## config.mk

```make
export PLATFORM = sky130hd
export DESIGN_NAME = hsv_to_rgb_converter
export DESIGN_NICKNAME = d
export VERILOG_FILES = /design/src/hw/rtl/h2r_pkg.sv /design/src/hw/rtl/hsv_to_rgb_converter.sv
export SDC_FILE = /design/constraint.sdc
export NUM_CORES = 1
export LEC_CHECK = 0
export BUFFER_PORTS_ARGS = -buffer_cell sky130_fd_sc_hd__buf_2
export CORE_AREA = 2 2 232 188
export DETAILED_ROUTE_END_ITERATION = 6
export DIE_AREA = 0 0 234 190
export PLACE_DENSITY = 0.82
export SLEW_MARGIN = 10
export SYNTH_ARGS = -nofsm -noshare
export SYNTH_HDL_FRONTEND = slang
export SYNTH_SLANG_ARGS = --single-unit
```

## constraint.sdc

```tcl
create_clock -name clk -period 12 [get_ports clk]
set_input_delay 0.6 -clock clk [delete_from_list [all_inputs] [get_ports clk]]
set_output_delay 0.6 -clock clk [all_outputs]
set_load 0.005 [all_outputs]
```

## src/hw/rtl/h2r_pkg.sv

```systemverilog
// constants shared by the hsv to rgb converter
// fixed-point hue wrap, reciprocal and sector codes; no dependencies
package h2r_pkg;

	localparam int HUE_W   = 16;
	localparam int SAT_W   = 9;
	localparam int VAL_W   = 8;
	localparam int COL_W   = 8;
	localparam int IN_W    = 40;
	localparam int OUT_W   = 24;

	// hue plus 32768 is the offset-binary form; 1792 more makes six whole turns
	localparam logic [16:0] HUE_BIAS    = 17'd1792;
	localparam logic [12:0] RECIP_15    = 13'd4369;
	localparam logic [9:0]  SECTOR_SPAN = 10'd960;
	localparam logic [5:0]  RECIP_6     = 6'd43;
	localparam logic [8:0]  SAT_FULL    = 9'd256;
	localparam logic [16:0] UNITY_16    = 17'd65536;

	localparam logic [2:0] SEC_RED     = 3'd0;
	localparam logic [2:0] SEC_YELLOW  = 3'd1;
	localparam logic [2:0] SEC_GREEN   = 3'd2;
	localparam logic [2:0] SEC_CYAN    = 3'd3;
	localparam logic [2:0] SEC_BLUE    = 3'd4;
	localparam logic [2:0] SEC_MAGENTA = 3'd5;

endpackage

```

## src/hw/rtl/hsv_to_rgb_converter.sv

```systemverilog
// hsv to rgb converter: seven-stage pipeline, one stream in and one out
// depends on h2r_pkg for widths, constants and sector codes
//
// Takes one HSV item per clock and returns one RGB item per clock as long as the
// output is not stalled by m_tready; every stage has its own valid bit and a
// stage advances whenever the stage after it is empty or moving, so bubbles are
// squeezed out during a stall. Hue wrap and sector split use constant
// reciprocal multiplies over stages one to three, the fraction and p in stage
// four, the q and t weights in stage five, their products in stage six, and
// stage seven places the components by sector into the output register.
// s_tdata: hue[15:0] signed, saturation[24:16], brightness[32:25], zeros above.
// m_tdata: red[7:0], green[15:8], blue[23:16].
module hsv_to_rgb_converter
	import h2r_pkg::*;
(
	input  logic             clk,
	input  logic             arst_n,
	input  logic             s_tvalid,
	output logic             s_tready,
	input  logic [IN_W-1:0]  s_tdata,  // hue, saturation, brightness
	output logic             m_tvalid,
	input  logic             m_tready,
	output logic [OUT_W-1:0] m_tdata   // red, green, blue
);

	logic vld_s1, vld_s2, vld_s3, vld_s4, vld_s5, vld_s6, vld_s7;
	logic en_s1, en_s2, en_s3, en_s4, en_s5, en_s6, en_s7;

	assign en_s7 = !vld_s7 || m_tready;
	assign en_s6 = !vld_s6 || en_s7;
	assign en_s5 = !vld_s5 || en_s6;
	assign en_s4 = !vld_s4 || en_s5;
	assign en_s3 = !vld_s3 || en_s4;
	assign en_s2 = !vld_s2 || en_s3;
	assign en_s1 = !vld_s1 || en_s2;
	assign s_tready = en_s1;
	assign m_tvalid = vld_s7;

	always_ff @(posedge clk or negedge arst_n) begin
		if (!arst_n) begin
			vld_s1 <= 1'b0;
			vld_s2 <= 1'b0;
			vld_s3 <= 1'b0;
			vld_s4 <= 1'b0;
			vld_s5 <= 1'b0;
			vld_s6 <= 1'b0;
			vld_s7 <= 1'b0;
		end else begin
			if (en_s1) vld_s1 <= s_tvalid;
			if (en_s2) vld_s2 <= vld_s1;
			if (en_s3) vld_s3 <= vld_s2;
			if (en_s4) vld_s4 <= vld_s3;
			if (en_s5) vld_s5 <= vld_s4;
			if (en_s6) vld_s6 <= vld_s5;
			if (en_s7) vld_s7 <= vld_s6;
		end
	end

	// stage 1: bias hue to non-negative, clamp saturation
	logic [HUE_W-1:0] hue_in;
	logic [SAT_W-1:0] sat_in;
	logic [VAL_W-1:0] val_in;
	logic [16:0]      hx_s1;
	logic [SAT_W-1:0] sat_s1;
	logic [VAL_W-1:0] val_s1;

	assign hue_in = s_tdata[15:0];
	assign sat_in = s_tdata[24:16];
	assign val_in = s_tdata[32:25];

	always_ff @(posedge clk) begin
		if (en_s1) begin
			hx_s1  <= {1'b0, ~hue_in[15], hue_in[14:0]} + HUE_BIAS;
			sat_s1 <= (sat_in > SAT_FULL) ? SAT_FULL : sat_in;
			val_s1 <= val_in;
		end
	end

	// stage 2: number of whole sectors, (x/64)/15
	logic [24:0]      div15_prod;
	logic [6:0]       nsec_s2;
	logic [16:0]      hx_s2;
	logic [SAT_W-1:0] sat_s2;
	logic [VAL_W-1:0] val_s2;

	assign div15_prod = 25'({1'b0, hx_s1[16:6]} + 12'd1) * 25'(RECIP_15);

	always_ff @(posedge clk) begin
		if (en_s2) begin
			nsec_s2 <= div15_prod[22:16];
			hx_s2   <= hx_s1;
			sat_s2  <= sat_s1;
			val_s2  <= val_s1;
		end
	end

	// stage 3: remainder within the sector and sector index mod 6
	logic [16:0]      span_prod;
	logic [11:0]      div6_prod;
	logic [3:0]       turns;
	logic [6:0]       sec_full;
	logic [9:0]       rem_s3;
	logic [2:0]       sector_s3;
	logic [SAT_W-1:0] sat_s3;
	logic [VAL_W-1:0] val_s3;

	assign span_prod = 17'(nsec_s2) * 17'(SECTOR_SPAN);
	assign div6_prod = 12'(nsec_s2) * 12'(RECIP_6);
	assign turns     = div6_prod[11:8];
	assign sec_full  = nsec_s2 - 7'(turns) * 7'd6;

	always_ff @(posedge clk) begin
		if (en_s3) begin
			rem_s3    <= 10'(hx_s2 - span_prod);
			sector_s3 <= sec_full[2:0];
			sat_s3    <= sat_s2;
			val_s3    <= val_s2;
		end
	end

	// stage 4: fraction f = rem*4/15, and p
	logic [25:0]      frac_prod;
	logic [16:0]      p_prod;
	logic [7:0]       frac_s4;
	logic [COL_W-1:0] p_s4;
	logic [2:0]       sector_s4;
	logic [SAT_W-1:0] sat_s4;
	logic [VAL_W-1:0] val_s4;

	assign frac_prod = 26'({1'b0, rem_s3, 2'b00} + 13'd1) * 26'(RECIP_15);
	assign p_prod    = 17'(val_s3) * 17'(SAT_FULL - sat_s3);

	always_ff @(posedge clk) begin
		if (en_s4) begin
			frac_s4   <= frac_prod[23:16];
			p_s4      <= p_prod[15:8];
			sector_s4 <= sector_s3;
			sat_s4    <= sat_s3;
			val_s4    <= val_s3;
		end
	end

	// stage 5: weights for q and t
	logic [16:0]      sf_prod;
	logic [16:0]      sfc_prod;
	logic [16:0]      kq_s5;
	logic [16:0]      kt_s5;
	logic [COL_W-1:0] p_s5;
	logic [2:0]       sector_s5;
	logic [VAL_W-1:0] val_s5;

	assign sf_prod  = 17'(sat_s4) * 17'(frac_s4);
	assign sfc_prod = 17'(sat_s4) * 17'(SAT_FULL - 9'(frac_s4));

	always_ff @(posedge clk) begin
		if (en_s5) begin
			kq_s5     <= UNITY_16 - sf_prod;
			kt_s5     <= UNITY_16 - sfc_prod;
			p_s5      <= p_s4;
			sector_s5 <= sector_s4;
			val_s5    <= val_s4;
		end
	end

	// stage 6: q and t; zero saturation makes p, q and t all equal v
	logic [24:0]      q_prod;
	logic [24:0]      t_prod;
	logic [COL_W-1:0] q_s6;
	logic [COL_W-1:0] t_s6;
	logic [COL_W-1:0] p_s6;
	logic [2:0]       sector_s6;
	logic [VAL_W-1:0] val_s6;

	assign q_prod = 25'(val_s5) * 25'(kq_s5);
	assign t_prod = 25'(val_s5) * 25'(kt_s5);

	always_ff @(posedge clk) begin
		if (en_s6) begin
			q_s6      <= q_prod[23:16];
			t_s6      <= t_prod[23:16];
			p_s6      <= p_s5;
			sector_s6 <= sector_s5;
			val_s6    <= val_s5;
		end
	end

	// stage 7: place by sector
	logic [COL_W-1:0] red_c, green_c, blue_c;
	logic [OUT_W-1:0] rgb_s7;

	always_comb begin
		case (sector_s6)
			SEC_RED: begin
				red_c = val_s6; green_c = t_s6; blue_c = p_s6;
			end
			SEC_YELLOW: begin
				red_c = q_s6; green_c = val_s6; blue_c = p_s6;
			end
			SEC_GREEN: begin
				red_c = p_s6; green_c = val_s6; blue_c = t_s6;
			end
			SEC_CYAN: begin
				red_c = p_s6; green_c = q_s6; blue_c = val_s6;
			end
			SEC_BLUE: begin
				red_c = t_s6; green_c = p_s6; blue_c = val_s6;
			end
			default: begin
				red_c = val_s6; green_c = p_s6; blue_c = q_s6;
			end
		endcase
	end

	always_ff @(posedge clk) begin
		if (en_s7) begin
			rgb_s7 <= {blue_c, green_c, red_c};
		end
	end

	assign m_tdata = rgb_s7;

	// remainder stays inside one sector
	assert property (@(posedge clk) disable iff (!arst_n)
		vld_s3 |-> rem_s3 < SECTOR_SPAN)
		else $error("sector remainder out of range");

	// sector index is one of six
	assert property (@(posedge clk) disable iff (!arst_n)
		vld_s4 |-> sector_s4 <= SEC_MAGENTA)
		else $error("sector index out of range");

	// zero saturation leaves full weights for q and t
	assert property (@(posedge clk) disable iff (!arst_n)
		(vld_s4 && sat_s4 == '0 && en_s5) |=> (kq_s5 == UNITY_16 && kt_s5 == UNITY_16))
		else $error("gray item lost unity weight");

	// an accepted item lands in the first stage
	assert property (@(posedge clk) disable iff (!arst_n)
		(s_tvalid && s_tready) |=> vld_s1)
		else $error("accepted item not captured");

endmodule

```

# Yosys cells after proc, flatten, opt, wreduce, memory -nomap -nowiden

Index checks and enable logic that the tools add are counted.

Bits in registers: 253
Bits of input ports: 44
Logic and storage cells: 81

$lt $le $gt $ge: 1
Multiplexer cells: 3
$add $sub $neg: 9
Multipliers: 10
Equality and inequality tests: 4
Reductions and logical operators: 19
Bitwise operators: 1

Operator list:

| kind                                                 | number |
|---|---|
| case mux 8 bit (3 select lines)                      | 3 |
| multiplier 8 x 17 -> 24 bit                          | 2 |
| subtractor 17 bit, first input constant              | 2 |
| multiplier 13 x 13 -> 24 bit, second input constant  | 1 |
| multiplier 12 x 13 -> 23 bit, second input constant  | 1 |
| adder 16 x 11 -> 17 bit, second input constant       | 1 |
| multiplier 10 x 10 -> 17 bit                         | 1 |
| multiplier 9 x 8 -> 17 bit                           | 1 |
| multiplier 9 x 10 -> 16 bit                          | 1 |
| adder 12 x 1 -> 13 bit, second input constant        | 1 |
| adder 11 x 1 -> 12 bit, second input constant        | 1 |
| multiplier 7 x 6 -> 12 bit, second input constant    | 1 |
| subtractor 10 bit                                    | 1 |
| subtractor 9 x 8 -> 10 bit, first input constant     | 1 |
| subtractor 9 x 9 -> 10 bit, first input constant     | 1 |
| greater-than comparator 9 bit, second input constant | 1 |
| OR reduction 2 bit                                   | 4 |
| zero test 1 bit                                      | 7 |
| logical OR 1 bit                                     | 7 |
| multiplier 7 x 4 -> 4 bit, second input constant     | 1 |
| == test 3 x 2 -> 1 bit, second input constant        | 2 |
| multiplier 4 x 2 -> 2 bit, second input constant     | 1 |
| == test 3 x 1 -> 1 bit, second input constant        | 1 |
| == test 3 bit, second input constant                 | 1 |
| 3 further kinds                                      | 3 |

# Logic depth before layout (Yosys ltp)

Depth after elaboration: 8
Depth in mapped cells: 22

# Worst setup path after synthesis

No wires, ideal clock.

Path kind: register -> register
Start: reg frac_s4[2]
End: reg kt_s5[15], data pin
Arrival time: 5097 ps
Clock period less this slack: 5359 ps
Setup time: 262 ps
Cell stages (with the launch flop): 20
Slack: 6641 ps
Cells stage by stage: edfxtp_1 > nor2_1 > nand3_1 > nor4_1 > xnor2_1 > and2_1 > fa_1 > fa_1 > inv_1 > fa_1 > fa_1 > inv_1 > fa_1 > inv_1 > ha_1 > or3_1 > a311o_1 > a31oi_1 > o21bai_1 > xor2_1

Cells in the longest elaborated chain, start to end: 3

RTL lines:

| item                         | RTL line                    | source |
|---|---|---|
| from (decl)                  | hsv_to_rgb_converter.sv:124 | `logic [7:0] frac_s4;` |
| from (signal assigned)       | hsv_to_rgb_converter.sv:135 | `frac_s4 <= frac_prod[23:16];` |
| subtractor 9 x 8 -> 10 bit   | hsv_to_rgb_converter.sv:153 | `assign sfc_prod = 17'(sat_s4) * 17'(SAT_FULL - 9'(frac_s4));` |
| multiplier 10 x 10 -> 17 bit | hsv_to_rgb_converter.sv:153 |  |
| subtractor 17 bit            | hsv_to_rgb_converter.sv:158 | `kt_s5 <= UNITY_16 - sfc_prod;` |
| to (signal assigned)         | hsv_to_rgb_converter.sv:158 |  |
| to (decl)                    | hsv_to_rgb_converter.sv:147 | `logic [16:0] kt_s5;` |

No other way between the ends.
A chain may end at the register's enable or synchronous reset.

# Worst setup path after layout

Start: reg frac_s4[0]
End: reg kt_s5[15], data pin

Same word-level chain as after synthesis.

==> results.md <==
* Largest net degree at the start of global routing at 58
* Routed wire length at roughly 54000 um
* Layout Skew at 33.6 ps
* Initial Util at between 60% and 70%
* Post-CTS setup buffer count at 0
* Reg2reg start: frac_s4[0]
* Final TNS setup at 0 ps
* Core Region at 42500 um^2
* CTS Buffer Depth at 3
* Post-Syn Area per Cell at approximately 11 um^2
* RSZ-0062 raised after global routing: no
* Final net count at 3314
* Die height at about 190 um
* Capturing point of the worst reg2reg path: kt_s5[15]
* WS Path Type: reg -> reg
* Drt pass-1 iters at 7
* DR vias at 17700
* Fillers at just under 3000
* Reg area at approximately 7500 um^2
* Final Hold Fails at 0
* Top-Level Pins at 70
* Worst setup EP type: flip-flop
* IO Port Bufs at between 60 and 70
* CTS root buf: clkbuf_16
* Max cap viols at 0
* Dpl cell area at between 20000 and 30000 um^2
* Synth Flop Type: edfxtp_1
* Crit path DAT at about 6600 ps
* Die ar. at approximately 44000 um^2
* Post-synth cell types at 62
* Wire per inst at roughly 17 um
* Worst path required time at approximately 12000 ps
* Sequential cell area fraction in the yosys report at ~28%
* First-pass GRT wire length at approximately 90000 um
* CTS clock-pin slew for the worst setup and hold paths at 70 ps
* Via density at about 5.5
* Core Rows at 68
* Slew margin rel. at 23.3%
* Hold Crit Class: in -> reg
* Total grt overflow at 0
* Most frequent cells in the layout: inv_1, fa_1, ha_1
* # diodes at 0
* R2R cell count at 19
* CP Max Fanout at 11
* Final Util at 68.6%
* Routed Antenna Nets at 0
* Hold depth at 1
* Number of global-route vias before repair at around 19000
* Leading cell type in the layout, fill and taps excluded: inv_1
* Period utilisation layout at a little over half
* Initial antenna violation count at 0
* Mapped Nets at 3268
* Fmax at 159 MHz
* Final setup violation count at 0
* Die W at around 230 um
* Share of cells above drive strength 1 at about 6.2%
* Worst-Skew Late Latency at 560 ps
* Post-CTS sizing at 0
* Post-Synthesis Cell Area at 27100 um^2
* # hold bufs at CTS at 1
* R2R setup slack at 5730 ps
* # H-tree levels at 1
* Worst hold start: s_tdata[32]
* Clock period minus worst slack at 6270 ps
* Iter 0 DRT Violations at between 1000 and 1500
* Status: finished clean
* Post-synthesis async set-or-reset flop share at under 10%
* Hpwl dp at 41100 um
* CTS buffer count at 27
* Post-synth EDFFs at about 250
* Design Area, Final at around 29000 um^2
* Hold worst-path end: val_s1[7]
* CTS tree: done
* Sink Count at about 250
* Synthesis-stage register bit count at between 200 and 300
* Worst-margin pin slew at 1150 ps
* Remaining DRCs at 0
* Worst setup SP type: flip-flop
* Syn. warnings at 0
* Multi-input logic area at around 17000 um^2
* Routability Congestion at roughly 0.88
* Max-slew violation count at 0
* GRT Util Overall at between 20% and 30%
* Area growth syn-to-layout at 7.39%
* Cells after synthesis at 2560
-- per-stage QoR --
step | instances | worst slack (ps) | hold slack (ps)
final | 3187 | 5730 | 235
after global routing | 3187 | 5560 | 217
after CTS | 3187 | 5830 | 220
after detailed placement | 3136 | 5830 | 405
after global placement | 3136 | 6030 | 401
after floorplan | 2560 | 6640 | 304
-- critical path: stages, from the launching register on --
cell	delay [ps]
edfxtp_1	580
inv_1	120
ha_1	270
nand3_1	140
xor2_1	680
nand2_1	170
fa_1	440
fa_1	500
fa_1	520
fa_1	490
inv_1	50
fa_1	470
inv_1	40
ha_1	320
and2_1	190
a22o_1	220
a311o_1	360
a31oi_1	210
o21bai_1	90
xor2_1	160
-- layer usage --
metal  vias up  routed length [um]  part of all wire [%]  GRT usage, %
met1      8770               23100                    43          33.8
met2       527               26400                    49          43.5
met5         -                   0                     0             0
met3       126                2780                   5.2          3.39
met4         0                1530                   2.8          7.84
li1       8233                   -                     -             -
-- cells in the mapped netlist, types with 5 or more instances --
| master | instances | area share (%) |
|---|---|---|
| a211oi_1 | 16 | 0.44 |
| a21o_1 | 21 | 0.58 |
| a21oi_1 | 48 | 0.89 |
| a31oi_1 | 5 | 0.12 |
| and2_1 | 293 | 6.8 |
| and3_1 | 10 | 0.23 |
| clkbuf_1 | 59 | 0.82 |
| dfrtp_1 | 7 | 0.65 |
| edfxtp_1 | 245 | 27 |
| fa_1 | 348 | 26 |
| ha_1 | 316 | 15 |
| inv_1 | 520 | 7.2 |
| mux2_2 | 18 | 0.75 |
| mux2i_1 | 20 | 0.74 |
| nand2_1 | 238 | 3.3 |
| nand2b_1 | 10 | 0.23 |
| nand3_1 | 21 | 0.39 |
| nand4_1 | 6 | 0.14 |
| nor2_1 | 54 | 0.75 |
| nor2b_1 | 24 | 0.55 |
| nor3_1 | 15 | 0.28 |
| o21a_1 | 5 | 0.14 |
| o21ai_0 | 40 | 0.74 |
| o21ai_1 | 5 | 0.092 |
| o21bai_1 | 7 | 0.19 |
| o22ai_1 | 8 | 0.18 |
| o31ai_1 | 7 | 0.19 |
| or3_1 | 9 | 0.21 |
| xnor2_1 | 95 | 3.1 |
| xor2_1 | 31 | 1.0 |
-- cell families (layout without fill, tap and decap cells) --
| group | count (synthesis) | in the layout | share of synthesized area [%] |
|---|---|---|---|
| adder cells (fa/ha/maj) | 664 | 664 | 40.3 |
| multiplexers | 38 | 38 | 1.49 |
| AND/OR/NAND/NOR | 696 | 696 | 13.3 |
| AO/OA/AOI/OAI | 201 | 201 | 5.03 |
| flip-flops | 252 | 252 | 27.8 |
| XOR/XNOR | 126 | 126 | 4.07 |
| buffers and inverters | 583 | 650 | 8.08 |
-- cell type report --
type | count | area share [%]
Multi-Input combinational cell | 1725 | 59.7
Sequential cell | 252 | 25.9
Tap cell | 560 | 2.41
Inverter | 520 | 6.71
Clock buffer | 30 | 2.43
Clock inverter | 20 | 1.31
Timing Repair Buffer | 80 | 1.54
-- registers in the layout (all words and copies together) (netlist names), 7 cells and up --
register and cells:
frac_s4 8, kt_s5 16, sat_s2 9, q_s6 8
hx_s1 17, kq_s5 17, sat_s3 9, rem_s3 10
val_s2 8, val_s3 8, m_tdata 24, sat_s1 9
val_s5 8, hx_s2 10, val_s4 8, p_s6 8
val_s1 8, nsec_s2 7, p_s4 8, sat_s4 9
val_s6 8, t_s6 8, p_s5 8
-- worst max-delay path by stage --
stage	start	to	slack, ps
global placement	frac_s4[0]	kt_s5[15]	6030
detailed placement	frac_s4[0]	kt_s5[15]	5830
floorplan	frac_s4[2]	kt_s5[15]	6640
global route	frac_s4[0]	kt_s5[15]	5560
CTS	frac_s4[0]	kt_s5[15]	5830
finish	frac_s4[0]	kt_s5[15]	5730
Power is left out: the tool's default activity adds up to more than one toggle a clock period on the data nets, which glitch-free logic cannot reach.
